File: src/rtl/pcmd_pkg.sv
// Shared widths, register indexes and divider status for the PCM decimator.
package pcmd_pkg;

  // Field and register widths
  localparam int unsigned WORD_W   = 16;
  localparam int unsigned U8_W     = 8;
  localparam int unsigned SUM_W    = 11;
  localparam int unsigned CNT_W    = 3;
  localparam int unsigned FACT_W   = 4;
  localparam int unsigned CHAN_W   = 2;
  localparam int unsigned CFG_W    = 4;
  localparam int unsigned CFG_IDX_W = 2;

  // Largest box length; factors above it saturate
  localparam int unsigned MaxDecimation = 8;

  // Register indexes
  localparam logic [CFG_IDX_W-1:0] REG_WIDTH_MODE = 2'd0;
  localparam logic [CFG_IDX_W-1:0] REG_CHANNELS   = 2'd1;
  localparam logic [CFG_IDX_W-1:0] REG_DECIMATION = 2'd2;

  // Serial divider: one quotient bit per cycle over the whole group sum
  localparam int unsigned DIV_STEPS = SUM_W;
  localparam int unsigned DIV_CNT_W = $clog2(DIV_STEPS);
  localparam int unsigned REM_W     = FACT_W;

  // Divider status toward the controller
  typedef struct packed {
    logic busy;
    logic done;
  } div_stat_t;

endpackage

File: src/rtl/pcmd_div.sv
// Bit-serial restoring divider: group sum over the effective factor.
module pcmd_div (
  input  logic                          clk,
  input  logic                          rst_n,
  input  logic                          start,
  input  logic [pcmd_pkg::SUM_W-1:0]    dividend,
  input  logic [pcmd_pkg::FACT_W-1:0]   divisor,
  output pcmd_pkg::div_stat_t           stat,
  output logic [pcmd_pkg::SUM_W-1:0]    quotient
);

  logic                            busy_r, busy_nxt;
  logic                            done_r, done_nxt;
  logic [pcmd_pkg::DIV_CNT_W-1:0]  cnt_r, cnt_nxt;
  logic [pcmd_pkg::REM_W-1:0]      rem_r, rem_nxt;
  logic [pcmd_pkg::SUM_W-1:0]      quo_r, quo_nxt;
  logic [pcmd_pkg::FACT_W-1:0]     div_r, div_nxt;
  logic [pcmd_pkg::REM_W+1:0]      trial;

  // Try to subtract the divisor from the shifted partial remainder
  assign trial = {1'b0, rem_r, quo_r[pcmd_pkg::SUM_W-1]} - {2'b00, div_r};

  always_comb begin
    busy_nxt = busy_r;
    done_nxt = 1'b0;
    cnt_nxt  = cnt_r;
    rem_nxt  = rem_r;
    quo_nxt  = quo_r;
    div_nxt  = div_r;
    if (start) begin
      // load operands
      busy_nxt = 1'b1;
      cnt_nxt  = '0;
      rem_nxt  = '0;
      quo_nxt  = dividend;
      div_nxt  = divisor;
    end else if (busy_r) begin
      // shift in one quotient bit; take the difference when no borrow,
      // else keep the shifted remainder
      if (!trial[pcmd_pkg::REM_W+1]) begin
        rem_nxt = trial[pcmd_pkg::REM_W-1:0];
      end else begin
        rem_nxt = {rem_r[pcmd_pkg::REM_W-2:0], quo_r[pcmd_pkg::SUM_W-1]};
      end
      quo_nxt = {quo_r[pcmd_pkg::SUM_W-2:0], ~trial[pcmd_pkg::REM_W+1]};
      if (cnt_r == pcmd_pkg::DIV_CNT_W'(pcmd_pkg::DIV_STEPS - 1)) begin
        busy_nxt = 1'b0;
        done_nxt = 1'b1;
      end else begin
        cnt_nxt = cnt_r + 1'b1;
      end
    end
  end

  always_ff @(posedge clk) begin
    if (!rst_n) begin
      busy_r <= 1'b0;
      done_r <= 1'b0;
      cnt_r  <= '0;
    end else begin
      busy_r <= busy_nxt;
      done_r <= done_nxt;
      cnt_r  <= cnt_nxt;
    end
  end

  // operand and result registers
  always_ff @(posedge clk) begin
    rem_r <= rem_nxt;
    quo_r <= quo_nxt;
    div_r <= div_nxt;
  end

  assign stat.busy = busy_r;
  assign stat.done = done_r;
  assign quotient  = quo_r;

endmodule

File: src/rtl/pcm_to_u8_mono_decimator_core.sv
// Top level: PCM to unsigned 8-bit mono conversion with box-filter decimation.
//
//  channel  | ports                                  | direction
//  ---------+----------------------------------------+----------
//  input    | in_valid, in_stall, in_sample_word,    | in
//           | in_start_of_stream                     |
//  result   | out_valid, out_stall, out_sample_out   | out
//  config   | cfg_we, cfg_index, cfg_wdata           | in
//
// A word that does not close a group is taken without stalling. A word that
// closes a group starts the bit-serial divider (one quotient bit per cycle),
// and the mean is then loaded into the output register; the input stalls
// while the divider runs and until that load is made.
// Reset clears configuration to 16-bit mono, factor 1, and empties the pending group and output valid.
// A stalled result stays in the output register; the next word is taken
// while it waits, and a new mean waits until the register frees.
module pcm_to_u8_mono_decimator_core (
  input  logic                            clk,
  input  logic                            rst_n,
  input  logic                            in_valid,
  output logic                            in_stall,
  input  logic [pcmd_pkg::WORD_W-1:0]     in_sample_word,
  input  logic                            in_start_of_stream,
  output logic                            out_valid,
  input  logic                            out_stall,
  output logic [pcmd_pkg::U8_W-1:0]       out_sample_out,
  input  logic                            cfg_we,
  input  logic [pcmd_pkg::CFG_IDX_W-1:0]  cfg_index,
  input  logic [pcmd_pkg::CFG_W-1:0]      cfg_wdata
);

  typedef enum logic [2:0] {
    ST_IDLE = 3'b001,
    ST_DIV  = 3'b010,
    ST_HOLD = 3'b100
  } state_t;

  state_t                          state_r, state_nxt;
  logic                            mode_r;
  logic [pcmd_pkg::CHAN_W-1:0]     chan_r;
  logic [pcmd_pkg::FACT_W-1:0]     fact_r;
  logic [pcmd_pkg::U8_W-1:0]       held_r, held_nxt;
  logic                            phase_r, phase_nxt;
  logic [pcmd_pkg::SUM_W-1:0]      sum_r, sum_nxt;
  logic [pcmd_pkg::CNT_W-1:0]      cnt_r, cnt_nxt;
  logic                            out_valid_r, out_valid_nxt;
  logic [pcmd_pkg::U8_W-1:0]       out_data_r, out_data_nxt;

  logic                            in_accept;
  logic                            out_free;
  logic [pcmd_pkg::WORD_W-1:0]     flip_w;
  logic [pcmd_pkg::WORD_W-1:0]     dec_w;
  logic [pcmd_pkg::U8_W-1:0]       conv;
  logic [pcmd_pkg::U8_W:0]         pair_sum;
  logic [pcmd_pkg::U8_W-1:0]       mono;
  logic [pcmd_pkg::FACT_W-1:0]     fact_eff;
  logic                            stereo;
  logic [pcmd_pkg::U8_W-1:0]       held_cur;
  logic                            phase_cur;
  logic [pcmd_pkg::SUM_W-1:0]      sum_cur, sum_add;
  logic [pcmd_pkg::CNT_W-1:0]      cnt_cur;
  logic [pcmd_pkg::CNT_W:0]        cnt_add;
  logic                            div_start;
  pcmd_pkg::div_stat_t             div_stat;
  logic [pcmd_pkg::SUM_W-1:0]      div_quo;

  // Configuration registers
  always_ff @(posedge clk) begin
    if (!rst_n) begin
      mode_r <= 1'b1;
      chan_r <= pcmd_pkg::CHAN_W'(1);
      fact_r <= pcmd_pkg::FACT_W'(1);
    end else if (cfg_we) begin
      case (cfg_index)
        pcmd_pkg::REG_WIDTH_MODE: mode_r <= cfg_wdata[0];
        pcmd_pkg::REG_CHANNELS:   chan_r <= cfg_wdata[pcmd_pkg::CHAN_W-1:0];
        pcmd_pkg::REG_DECIMATION: fact_r <= cfg_wdata[pcmd_pkg::FACT_W-1:0];
        default: ;
      endcase
    end
  end

  // Convert the word: 16-bit mode takes the offset-binary high byte, underflow clamped to zero; 8-bit mode the low byte
  assign flip_w = in_sample_word ^ {1'b1, {(pcmd_pkg::WORD_W-1){1'b0}}};
  assign dec_w  = flip_w - pcmd_pkg::WORD_W'(1);
  always_comb begin
    if (!mode_r) begin
      conv = in_sample_word[pcmd_pkg::U8_W-1:0];
    end else if (flip_w == '0) begin
      conv = '0;
    end else begin
      conv = dec_w[pcmd_pkg::WORD_W-1:pcmd_pkg::WORD_W-pcmd_pkg::U8_W];
    end
  end

  // Effective factor: zero acts as one, large values saturate
  always_comb begin
    if (fact_r == '0) begin
      fact_eff = pcmd_pkg::FACT_W'(1);
    end else if (fact_r > pcmd_pkg::FACT_W'(pcmd_pkg::MaxDecimation)) begin
      fact_eff = pcmd_pkg::FACT_W'(pcmd_pkg::MaxDecimation);
    end else begin
      fact_eff = fact_r;
    end
  end

  assign stereo = (chan_r == pcmd_pkg::CHAN_W'(2));

  // Drop pending state on start of stream
  assign held_cur  = in_start_of_stream ? '0   : held_r;
  assign phase_cur = in_start_of_stream ? 1'b0 : phase_r;
  assign sum_cur   = in_start_of_stream ? '0   : sum_r;
  assign cnt_cur   = in_start_of_stream ? '0   : cnt_r;

  // Downmix and accumulate
  assign pair_sum = {1'b0, held_cur} + {1'b0, conv};
  assign mono     = stereo ? pair_sum[pcmd_pkg::U8_W:1] : conv;
  assign sum_add  = sum_cur + {{(pcmd_pkg::SUM_W-pcmd_pkg::U8_W){1'b0}}, mono};
  assign cnt_add  = {1'b0, cnt_cur} + 1'b1;

  assign in_stall  = (state_r != ST_IDLE);
  assign in_accept = in_valid && !in_stall;
  assign out_free  = !out_valid_r || !out_stall;

  always_comb begin
    state_nxt     = state_r;
    held_nxt      = held_r;
    phase_nxt     = phase_r;
    sum_nxt       = sum_r;
    cnt_nxt       = cnt_r;
    div_start     = 1'b0;
    out_valid_nxt = out_valid_r;
    out_data_nxt  = out_data_r;

    // retire a taken result
    if (out_valid_r && !out_stall) begin
      out_valid_nxt = 1'b0;
    end

    case (state_r)
      ST_IDLE: begin
        if (in_accept) begin
          held_nxt = held_cur;
          sum_nxt  = sum_cur;
          cnt_nxt  = cnt_cur;
          if (stereo && !phase_cur) begin
            // hold the first channel for its partner
            held_nxt  = conv;
            phase_nxt = 1'b1;
          end else begin
            phase_nxt = 1'b0;
            if (cnt_add >= {1'b0, fact_eff}) begin
              // close the group and start the mean
              sum_nxt   = '0;
              cnt_nxt   = '0;
              div_start = 1'b1;
              state_nxt = ST_DIV;
            end else begin
              sum_nxt = sum_add;
              cnt_nxt = cnt_add[pcmd_pkg::CNT_W-1:0];
            end
          end
        end
      end
      ST_DIV: begin
        if (div_stat.done) begin
          if (out_free) begin
            out_valid_nxt = 1'b1;
            out_data_nxt  = div_quo[pcmd_pkg::U8_W-1:0];
            state_nxt     = ST_IDLE;
          end else begin
            state_nxt = ST_HOLD;
          end
        end
      end
      ST_HOLD: begin
        // wait for the output register to free
        if (out_free) begin
          out_valid_nxt = 1'b1;
          out_data_nxt  = div_quo[pcmd_pkg::U8_W-1:0];
          state_nxt     = ST_IDLE;
        end
      end
      default: begin
        state_nxt = ST_IDLE;
      end
    endcase
  end

  always_ff @(posedge clk) begin
    if (!rst_n) begin
      state_r     <= ST_IDLE;
      held_r      <= '0;
      phase_r     <= 1'b0;
      sum_r       <= '0;
      cnt_r       <= '0;
      out_valid_r <= 1'b0;
    end else begin
      state_r     <= state_nxt;
      held_r      <= held_nxt;
      phase_r     <= phase_nxt;
      sum_r       <= sum_nxt;
      cnt_r       <= cnt_nxt;
      out_valid_r <= out_valid_nxt;
    end
  end

  // output word register
  always_ff @(posedge clk) begin
    out_data_r <= out_data_nxt;
  end

  pcmd_div u_div (
    .clk      (clk),
    .rst_n    (rst_n),
    .start    (div_start),
    .dividend (sum_add),
    .divisor  (fact_eff),
    .stat     (div_stat),
    .quotient (div_quo)
  );

  assign out_valid      = out_valid_r;
  assign out_sample_out = out_data_r;

endmodule
File: config.mk
export PLATFORM = sky130hd
export DESIGN_NAME = pcm_to_u8_mono_decimator_core
export DESIGN_NICKNAME = d
export VERILOG_FILES = /design/src/rtl/pcmd_pkg.sv /design/src/rtl/pcmd_div.sv /design/src/rtl/pcm_to_u8_mono_decimator_core.sv
export SDC_FILE = /design/constraint.sdc
export NUM_CORES = 1
export LEC_CHECK = 0
export ABC_CLOCK_PERIOD_IN_PS = 13500
export BUFFER_PORTS_ARGS = -buffer_cell sky130_fd_sc_hd__buf_2
export CAP_MARGIN = 20
export CORE_ASPECT_RATIO = 0.5
export CORE_MARGIN = 2
export CORE_UTILIZATION = 29
export DETAILED_ROUTE_END_ITERATION = 10
export PLACE_DENSITY = 0.52
export SLEW_MARGIN = 30
export SYNTH_ARGS = -nofsm -noshare
export SYNTH_HDL_FRONTEND = slang
export SYNTH_SLANG_ARGS = --single-unit
File: constraint.sdc
create_clock -name clk -period 13.5 [get_ports clk]
set_clock_uncertainty 0.05 [all_clocks]
set_input_delay 0.675 -clock clk [delete_from_list [all_inputs] [get_ports clk]]
set_output_delay 0.675 -clock clk [all_outputs]
set_load 0.01 [all_outputs]
**Word level (Yosys, flattened, before mapping)**

Cells that the tools add are included.

- Add/subtract/negate cells: 6
- Magnitude comparators: 2
- Equality and inequality tests: 13
- Muxes and demuxes: 40
- Bitwise operators: 5
- Reduce and logical (&&, ||, !) cells: 22

Operators by type and width:

| cell | count |
|---|---|
| $mux W8 | 7 |
| $mux W11 | 5 |
| $mux W3 | 9 |
| $logic_not A16 Y1 | 1 |
| $pmux W8 S2 | 1 |
| $sub A16 B1 Y16 const B | 1 |
| $mux W1 | 13 |
| $mux W4 | 3 |
| $reduce_and A2 Y1 | 6 |
| $add A11 B8 Y11 | 1 |
| $add A8 B8 Y9 | 1 |
| $pmux W3 S3 | 1 |
| $ne A2 B2 Y1 const B | 4 |
| $sub A5 B4 Y6 | 1 |
| $not A1 Y1 | 5 |
| $reduce_and A5 Y1 | 1 |
| $add A3 B1 Y4 const B | 1 |
| $add A4 B1 Y4 const B | 1 |
| $eq A2 B2 Y1 const B | 2 |
| $eq A4 B4 Y1 const B | 1 |
| $ge A4 B4 Y1 | 1 |
| $gt A4 B4 Y1 const B | 1 |
| $logic_not A1 Y1 | 4 |
| $logic_not A4 Y1 | 1 |
| 13 further kinds | 16 |

- Flip-flop bits (word level): 67
- Input port bits: 28
- Logic and storage cells: 104

**Longest topological paths before layout**

Gate-level depths: netlist of the first run.

- Word-level depth: 9
- Gate-level depth with buffers: 21
- Depth with buffers taken out: 20

**By module**

From an unflattened synthesis of the first run, not the netlist that was laid out.

- Cell total of the unflattened synthesis: 443
- Area total of the unflattened synthesis: 4111.4 um2

Modules (own cells, without submodules):

| module | instances | cells each | area an instance (um2) | sequential area each (um2) |
|---|---|---|---|---|
| pcm_to_u8_mono_decimator_core | 1 | 348 | 2915.3 | 920.9 |
| pcmd_div | 1 | 95 | 1196.1 | 650.6 |

**Least setup slack after synthesis of the first run**

OpenSTA, ideal clock, no wires.

- Path kind: input-to-reg
- From: input port in_sample_word[4] (netlist bit)
- To: register u_div.quo_r, in the netlist u_div.quotient[9] (data pin)
- Setup time: 152 ps
- Arrival: 5203 ps
- Required time: 13298 ps
- Path slack: 8094 ps
- Stages on the path: 18
- Buffers on the path: 1
- Path through: or4_1 > or3_1 > buf_6 > or3_2 > mux2_2 > a21oi_1 > ha_1 > nand2_1 > o41ai_2 > xnor2_1 > o21ai_0 > ha_1 > a21o_1 > a2111oi_0 > nor4_1 > nor2_1 > mux2_2 > o21ai_0

- Longest elaborated chain between the ends: 7
- Elaborated cells on any way between the ends: 8

RTL lines:

| element | RTL line | text |
|---|---|---|
| start, declared | pcm_to_u8_mono_decimator_core.sv:22 | `input logic [pcmd_pkg::WORD_W-1:0] in_sample_word,` |
| $sub A16 B1 Y16 or $logic_not A16 Y1 (tied branches) | pcm_to_u8_mono_decimator_core.sv:85, pcm_to_u8_mono_decimator_core.sv:89 |  |
| $mux W8 | pcm_to_u8_mono_decimator_core.sv:89 | `end else if (flip_w == '0) begin` |
| $mux W8 (*) | pcm_to_u8_mono_decimator_core.sv:87 | `if (!mode_r) begin` |
| $add A8 B8 Y9 | pcm_to_u8_mono_decimator_core.sv:116 | `assign pair_sum = {1'b0, held_cur} + {1'b0, conv};` |
| $mux W8 (*) | pcm_to_u8_mono_decimator_core.sv:117 | `assign mono = stereo ? pair_sum[pcmd_pkg::U8_W:1] : conv;` |
| $add A11 B8 Y11 (*) | pcm_to_u8_mono_decimator_core.sv:118 | `assign sum_add = sum_cur + {{(pcmd_pkg::SUM_W-pcmd_pkg::U8_W){1'b0}}, mono};` |
| $mux W11 (*) | pcmd_div.sv:30 | `if (start) begin` |
| via u_div.quo_nxt, one bit | pcmd_div.sv:16 | `logic [pcmd_pkg::SUM_W-1:0] quo_r, quo_nxt;` |
| end signal, assigned | pcmd_div.sv:70 | `quo_r <= quo_nxt;` |
| end, declared | pcmd_div.sv:16 |  |

Mark *: on every way through the listed nets, which the timed path passes. The rest lies on a longest branch.
A chain may end at the register's enable or synchronous reset.

**Final worst setup path of the first run**

Ends and elaborated chain as after synthesis.

==> impl_summary.txt, run 1 <==
----------------------------------------------------
[Run status]
  Status ... finished, final reports clean

[Worst setup path]
  Register-to-Register Path Depth ... 14
  Worst Setup Path Type ... in2reg
  RR Startpoint ... mode_r
  Worst r2r dst ... u_div.quotient[9]
  Element type at the critical path start ... input port
  CP Max Fanout ... 8
  Critical Path Slowest Stage Cell ... a2111oi_0
  Worst R2R Setup Slack ... 9.05 ns
  Chain of cells forming the critical path ... buf_2 -> or4_1 -> or3_1 -> or3_2 -> mux2_2 -> a21oi_1 -> ha_1 -> nand2_1 -> o41ai_2 -> xnor2_1 -> o21ai_0 -> ha_1 -> a21o_1 -> a2111oi_0 -> nor4_1 -> nor2_1 -> mux2_2 -> o21ai_0
  Crit end category ... flip-flop
  Data required time at the worst endpoint ... 13.62 ns
  Data arrival time of the worst path ... 5.85 ns
  Delay of the slowest cell on the worst path ... 0.63 ns

[Logic synthesis]
  Area share of the leading cell type in the synthesized netlist ... 0.221
  Post-synth design cell area ... 0.00398 mm²
  Post-synth EDFFs ... 23
  Proportion of register bits with asynchronous set or reset after synthesis ... 0
  Register bit count reported by yosys ... 67
  Largest area contributor in the netlist ... dfxtp_1
  Count of synthesis-stage warnings from yosys ... 0
  Instance count of the mapped netlist ... 453
  Average instance area after synthesis ... 8.78 µm²
  Top cells by area in the synthesized netlist ... dfxtp_1, edfxtp_1, ha_1
  Part of the Yosys area used for sequential elements ... 0.395
  Primary FF master, synth ... dfxtp_1
  Post-Syn Nets ... 510
  Distinct cell type count of the synthesized netlist ... 54

[Timing]
  Achievable frequency ... 174 MHz
  Final-report hold violation count ... 0
  Max-slew violation total from the final report ... 0
  Share of the cycle needed by the critical path after routing ... 0.425
  Setup tns final ... 0 ns
  Final worst-path setup slack ... 7.77 ns
  Shortest period the worst path allows ... 5.73 ns
  Transition at the pin with the smallest max-transition slack ... 0.871 ns
  Worst slew margin ... 0.419
  Number of endpoints failing setup at the final stage ... 0
  Unrepaired setup endpoints after global routing ... false

[CTS]
  H-tree depth reported by CTS ... 3
  Number of setup buffers added after CTS ... 0
  Largest buffer count on any clock path ... 2
  Later-pin clock latency in the skew report ... 0.34 ns
  Post-CTS Resized ... 0
  Buffer type at the clock tree root ... clkbuf_16
  Clock net sink count ... 67
  CTS clk-pin slew, worst paths ... 0.06 ns
  CTS tree ... done
  Number of hold buffers added after CTS ... 0
  TritonCTS Buffers ... 9

[Global routing]
  Antenna violations before repair ... 0
  Via count of the first global-routing pass ... 3023
  Maximum number of pins on one net before global-route repair ... 25
  Total global routing track utilization ... 0.129
  Residual overflow from global routing ... 0
  First-pass GRT wire length ... 15.0 mm

[Run]
  # Max-Cap Violations ... 0

[Worst hold path]
  Worst hold path type ... reg2reg
  Hold_sp ... u_div.quotient[1]
  Instance count along the most critical hold path ... 0
  End point of the worst hold path ... out_sample_out[1]

[Routing]
  Post-detailed-route via-to-cell ratio ... 4.73
  DRT iter0 DRCs ... 156
  Number of nets with antenna violations after routing ... 0
  Routed wire length ... 8.83 mm
  Number of iterations in the first detailed-routing pass ... 4
  Via count ... 3156
  Final routed DRC violation total ... 0
  Routed wirelength normalized by instance count ... 13.2 µm

[Cells and area]
  Most common cell after layout, fill and taps aside ... nand2_1
  Nets ... 543
  Ratio of cells with drive above 1 in the final layout ... 0.134
  Commonest cells after routing, fill and taps aside ... nand2_1, nor2_1, dfxtp_1
  Post-layout util ... 0.341
  Diodes inserted ... 0
  Area growth syn-to-layout ... 15.6%

[Place]
  Buffers on Ports ... 37
  Worst setup slack before clock tree synthesis ... 7.51 ns
  Gp weighted congestion ... 0.816
  HPWL Detailed ... 6.56 mm

[Floorplanning]
  Area of the die ... 0.0147 mm²
  Number of rows created at floorplan ... 30
  Width of the die ... 170 µm
  IO Count ... 38
  Vertical die dimension ... 86.8 µm
  Core region area ... 0.0135 mm²
  Starting density of the core ... 0.295

[Power]
  Largest vdd supply drop ... 0.0000469 V
  Power density over cell area ... 124 mW/mm²
  Leakage power ... 1.88 nW

----------------------------------------------------
-- report_power, final --
| group | internal, mW | total, mW | switching (mW) |
|---|---|---|---|
| Clock | 0.129 | 0.216 | 0.0873 |
| Combinational | 0.0414 | 0.106 | 0.0642 |
| Sequential | 0.235 | 0.249 | 0.0140 |
-- Yosys cell counts (all sizes together), types with 7 or more instances --
| cell type | number |
|---|---|
| xnor2 | 12 |
| nand2 | 57 |
| a21o | 10 |
| nand3 | 9 |
| xor2 | 7 |
| a22oi | 10 |
| nor2b | 21 |
| inv | 23 |
| dfxtp | 44 |
| edfxtp | 23 |
| a21oi | 21 |
| ha | 26 |
| o21ai | 29 |
| nor2 | 54 |
| clkbuf | 14 |
| mux2i | 10 |
-- final cells by class --
| class | instances | area [µm²] |
|---|---|---|
| inverter | 24 | 90.1 |
| tap | 176 | 220 |
| multi-input combinational | 346 | 2250 |
| sequential | 67 | 1570 |
| fill | 1403 | 8880 |
| clock inverter | 4 | 27.5 |
| clock buffer | 12 | 246 |
| timing repair buffer | 38 | 193 |
-- sequential cells by signal (all words and copies together) (netlist names) --
signal          flops
sum_r              11
u_div.quotient     11
held_r              8
out_sample_out      8
fact_r              4
u_div.cnt_r         4
u_div.div_r         4
u_div.rem_r         4
cnt_r               3
state_r             3
chan_r              2
mode_r              1
out_valid           1
phase_r             1
u_div.busy_r        1
u_div.done_r        1
-- stage by stage --
step	std cells	instance area [µm²]	total power [mW]	hold WS (ns)
after global placement	651	4320	0.357	0.390
after CTS	667	4600	0.578	0.401
after detailed placement	651	4330	0.359	0.388
final	667	4600	0.571	0.400
after floorplan	453	3980	0.328	0.376
after global routing	667	4600	0.606	0.425
-- cells by family (layout without fill, tap and decap cells) --
group / Yosys count / in the layout / share of synthesized area
and+or+nand+nor: 181 / 181 / 0.219
buffers and inverters: 40 / 78 / 0.0399
AOI/OAI and AO/OA: 104 / 104 / 0.174
adders and majority gates: 29 / 29 / 0.0969
DFF: 67 / 67 / 0.395
muxes: 13 / 13 / 0.0337
xor gates and xnor gates: 19 / 19 / 0.0418
-- layer usage --
metal	up-vias	track usage	share of wire
li1	1662	-	-
met1	1432	0.180	0.55
met2	53	0.194	0.39
met3	9	0.0347	0.041
met4	0	0.0443	0.014
met5	-	0	0
-- critical path, delay by kind of cell --
family / cells / cell delay [ns]
simple gates: 6 / 1.95
fa+ha+maj: 2 / 0.61
mux: 2 / 0.64
xor+xnor: 1 / 0.16
buf+inv: 1 / 0.10
compound gates: 6 / 1.69
-- how the worst max path moves through the flow --
stage | from | end | slack (ns) | cells past startpoint
2_1_floorplan | in_sample_word[4] | u_div.quotient[9] | 8.09 | 18
5_1_grt | in_sample_word[4] | u_div.quotient[9] | 7.32 | 18
3_3_place_gp | in_sample_word[4] | u_div.quotient[9] | 7.62 | 18
3_5_place_dp | in_sample_word[4] | u_div.quotient[9] | 7.51 | 18
4_1_cts | in_sample_word[4] | u_div.quotient[9] | 7.82 | 18
6_report | in_sample_word[4] | u_div.quotient[9] | 7.77 | 18
No activity file was read; power rests on OpenSTA's default activity.
==> run 2: changes to the inputs <==
--- a/config.mk
+++ b/config.mk
@@ -5,7 +5,8 @@
 export SDC_FILE = /design/constraint.sdc
 export NUM_CORES = 1
 export LEC_CHECK = 0
-export ABC_CLOCK_PERIOD_IN_PS = 13500
+export ABC_AREA = 1
+export ABC_CLOCK_PERIOD_IN_PS = 5600
 export BUFFER_PORTS_ARGS = -buffer_cell sky130_fd_sc_hd__buf_2
 export CAP_MARGIN = 20
 export CORE_ASPECT_RATIO = 0.5
==> constraint.sdc (replaced) <==
create_clock -name clk -period 5.6 [get_ports clk]
set_clock_uncertainty 0.05 [all_clocks]
set_input_delay 0.28 -clock clk [delete_from_list [all_inputs] [get_ports clk]]
set_output_delay 0.28 -clock clk [all_outputs]
set_load 0.01 [all_outputs]
==> run 2 against run 1 <==
Effect of this change: first-iteration DRC count grew 9.6%; area after synthesis increased by 1.4%; clock power rose to 2.6 times the previous value; setup slack worse by 6.0 ns; sequential power grew 150%; routed wire length grew 5.3%; die area rose by 1.4%; global-route usage up 0.60 points; combinational power grew to 3.1 times the previous value; critical path type is now reg2reg.
==> impl_summary.txt, run 2 <==
----------------------------------------------------
[Run status]
  Status ... finished, final reports clean

[Logic synthesis]
  Top cells by area in the synthesized netlist ... dfxtp_1, edfxtp_1, nand2_1
  Largest area contributor in the netlist ... dfxtp_1
  Distinct cell type count of the synthesized netlist ... 42
  Proportion of register bits with asynchronous set or reset after synthesis ... 0
  Average instance area after synthesis ... 7.53 µm²
  Register bit count reported by yosys ... 67
  Post-Syn Nets ... 593
  Commonest cells post-synth ... nand2_1, inv_1, a21oi_1, nor2_1, dfxtp_1
  Post-synth EDFFs ... 23
  Primary FF master, synth ... dfxtp_1
  Area share of the leading cell type in the synthesized netlist ... 0.218
  Instance count of the mapped netlist ... 536
  Post-synth design cell area ... 0.00404 mm²
  Count of synthesis-stage warnings from yosys ... 0
  Part of the Yosys area used for sequential elements ... 0.389
  Most used standard cell by instance count after synthesis ... nand2_1

[Place]
  Post-Place Cell Area ... 0.00442 mm²
  Buffers on Ports ... 37
  Post-Place Cells ... 755
  HPWL Detailed ... 6.91 mm
  Worst setup slack before clock tree synthesis ... 1.63 ns
  Gp weighted congestion ... 0.794

[CTS]
  H-tree depth reported by CTS ... 3
  CTS clk-pin slew, worst paths ... 0.05 ns
  Post-CTS Resized ... 0
  TritonCTS Buffers ... 9
  Number of setup buffers added after CTS ... 0
  CTS tree ... done
  Buffer type at the clock tree root ... clkbuf_16
  Largest buffer count on any clock path ... 2
  Clock net sink count ... 67
  Later-pin clock latency in the skew report ... 0.34 ns
  Number of hold buffers added after CTS ... 0

[Worst setup path]
  Element type at the critical path start ... flip-flop
  Worst r2r dst ... u_div.quotient[9]
  Worst Setup Path Type ... reg2reg
  Worst Setup SP ... mode_r
  CP Max Fanout ... 11
  Crit end category ... flip-flop
  Critical Path Sink ... u_div.quotient[9]
  RR Startpoint ... mode_r
  Register-to-Register Path Depth ... 22
  Data required time at the worst endpoint ... 5.63 ns
  Worst R2R Setup Slack ... 1.76 ns
  Data arrival time of the worst path ... 3.87 ns

[Timing]
  Share of the cycle needed by the critical path after routing ... 0.685
  Max-slew violation total from the final report ... 0
  Number of endpoints failing setup at the final stage ... 0
  Achievable frequency ... 261 MHz
  Worst slew margin ... 0.393
  Hold slack ... 0.139 ns
  Final worst-path setup slack ... 1.76 ns
  Transition at the pin with the smallest max-transition slack ... 0.910 ns
  Final-report hold violation count ... 0
  Shortest period the worst path allows ... 3.84 ns
  Setup tns final ... 0 ns
  Unrepaired setup endpoints after global routing ... false

[Floorplanning]
  Starting density of the core ... 0.297
  Width of the die ... 171 µm
  Number of rows created at floorplan ... 30
  Area of the die ... 0.0149 mm²
  Core region area ... 0.0136 mm²
  IO Count ... 38
  Vertical die dimension ... 87.4 µm

[Global routing]
  Total global routing track utilization ... 0.135
  Maximum number of pins on one net before global-route repair ... 24
  First-pass GRT wire length ... 15.6 mm
  Antenna violations before repair ... 0
  Most Crowded Layer GR ... met2
  Residual overflow from global routing ... 0
  GR Layer Usage met2 ... 0.207
  Via count of the first global-routing pass ... 3226
  Grt met3 use ... 0.0382
  GRT met1 Usage ... 0.188

[Cells and area]
  Commonest cells after routing, fill and taps aside ... nand2_1, inv_1, a21oi_1, nor2_1, dfxtp_1
  Area growth syn-to-layout ... 16.8%
  Diodes inserted ... 0
  Ratio of cells with drive above 1 in the final layout ... 0.140
  Reg area ... 0.00157 mm²
  Nets ... 631
  Post-layout util ... 0.347
  Fillers ... 1499
  Post-route cell area ... 0.00471 mm²
  Non-filler cells in the finished layout ... 771
  Combined area of the multi-input logic cells ... 0.00215 mm²
  Most common cell after layout, fill and taps aside ... nand2_1

[Run]
  # Max-Cap Violations ... 0

[Routing]
  Number of nets with antenna violations after routing ... 0
  Post-detailed-route via-to-cell ratio ... 4.38
  Routed wire length ... 9.30 mm
  Routed wirelength normalized by instance count ... 12.1 µm
  Via count ... 3378
  Final routed DRC violation total ... 0
  DRT iter0 DRCs ... 171
  Number of iterations in the first detailed-routing pass ... 4

[Worst hold path]
  Worst hold path type ... in2reg

[Power]
  Largest vdd supply drop ... 0.000139 V
  Total power after layout ... 1.50 mW
  Power density over cell area ... 319 mW/mm²
  Leakage power ... 2.06 nW

----------------------------------------------------
==> run 2: changes by cell type after synthesis, sizes merged, moves of 7 or more <==
cell    previous run  this run
a22oi             10         3
nor2b             21         0
xnor2             12         2
nand2             57       130
clkbuf            14         7
nand3              9        27
mux2i             10         0
inv               23        71
a21o              10         0
a21oi             21        54
==> run 2: final cells by class <==
cell class	instances	area share
sequential	67	0.334
clock inverter	7	0.0143
multi-input combinational	387	0.457
tap	192	0.0510
inverter	72	0.0574
timing repair buffer	37	0.0393
clock buffer	9	0.0478
==> run 2: logic make-up after synthesis <==
family / share of synthesized area
buf+inv: 0.0772
flops: 0.389
compound gates: 0.149
fa+ha+maj: 0.0955
simple gates: 0.256
xor+xnor: 0.0326
==> run 2: metal layers <==
| layer | vias to the layer above | part of all wire |
|---|---|---|
| li1 | 1839 | - |
| met1 | 1482 | 0.53 |
| met2 | 52 | 0.42 |
| met3 | 5 | 0.039 |
| met4 | 0 | 0.0070 |
| met5 | - | 0 |
==> run 2: worst max-delay path: stages, from the launching register on <==
cell	delay, ns
dfxtp_1	0.30
inv_1	0.15
a21oi_1	0.28
inv_2	0.11
o21ai_1	0.36
ha_1	0.30
nand2_1	0.08
inv_1	0.04
nand3_1	0.07
nand2_1	0.08
xor2_1	0.15
nand2_1	0.06
o21ai_1	0.06
ha_1	0.36
a21oi_1	0.16
nand2_1	0.07
nand2_1	0.08
nand2_1	0.05
a21oi_1	0.24
o21ai_0	0.15
or2_1	0.24
nand3_1	0.07
nand2_1	0.06
==> run 2: power breakdown <==
| part | leakage [nW] | internal, mW | switching, mW |
|---|---|---|---|
| Sequential | 0.575 | 0.590 | 0.0316 |
| Combinational | 1.34 | 0.106 | 0.219 |
| Clock | 0.141 | 0.343 | 0.216 |
| Total | 2.06 | 1.04 | 0.466 |
==> run 2: worst min-delay path by stage <==
stage / from / end / cells past startpoint
after floorplan: cfg_wdata[0] / fact_r[0] / 2
after global placement: u_div.quotient[5] / out_sample_out[5] / 0
after detailed placement: u_div.quotient[4] / out_sample_out[4] / 0
after CTS: cfg_wdata[0] / chan_r[0] / 3
after global routing: cfg_wdata[0] / fact_r[0] / 3
final: cfg_wdata[0] / chan_r[0] / 3
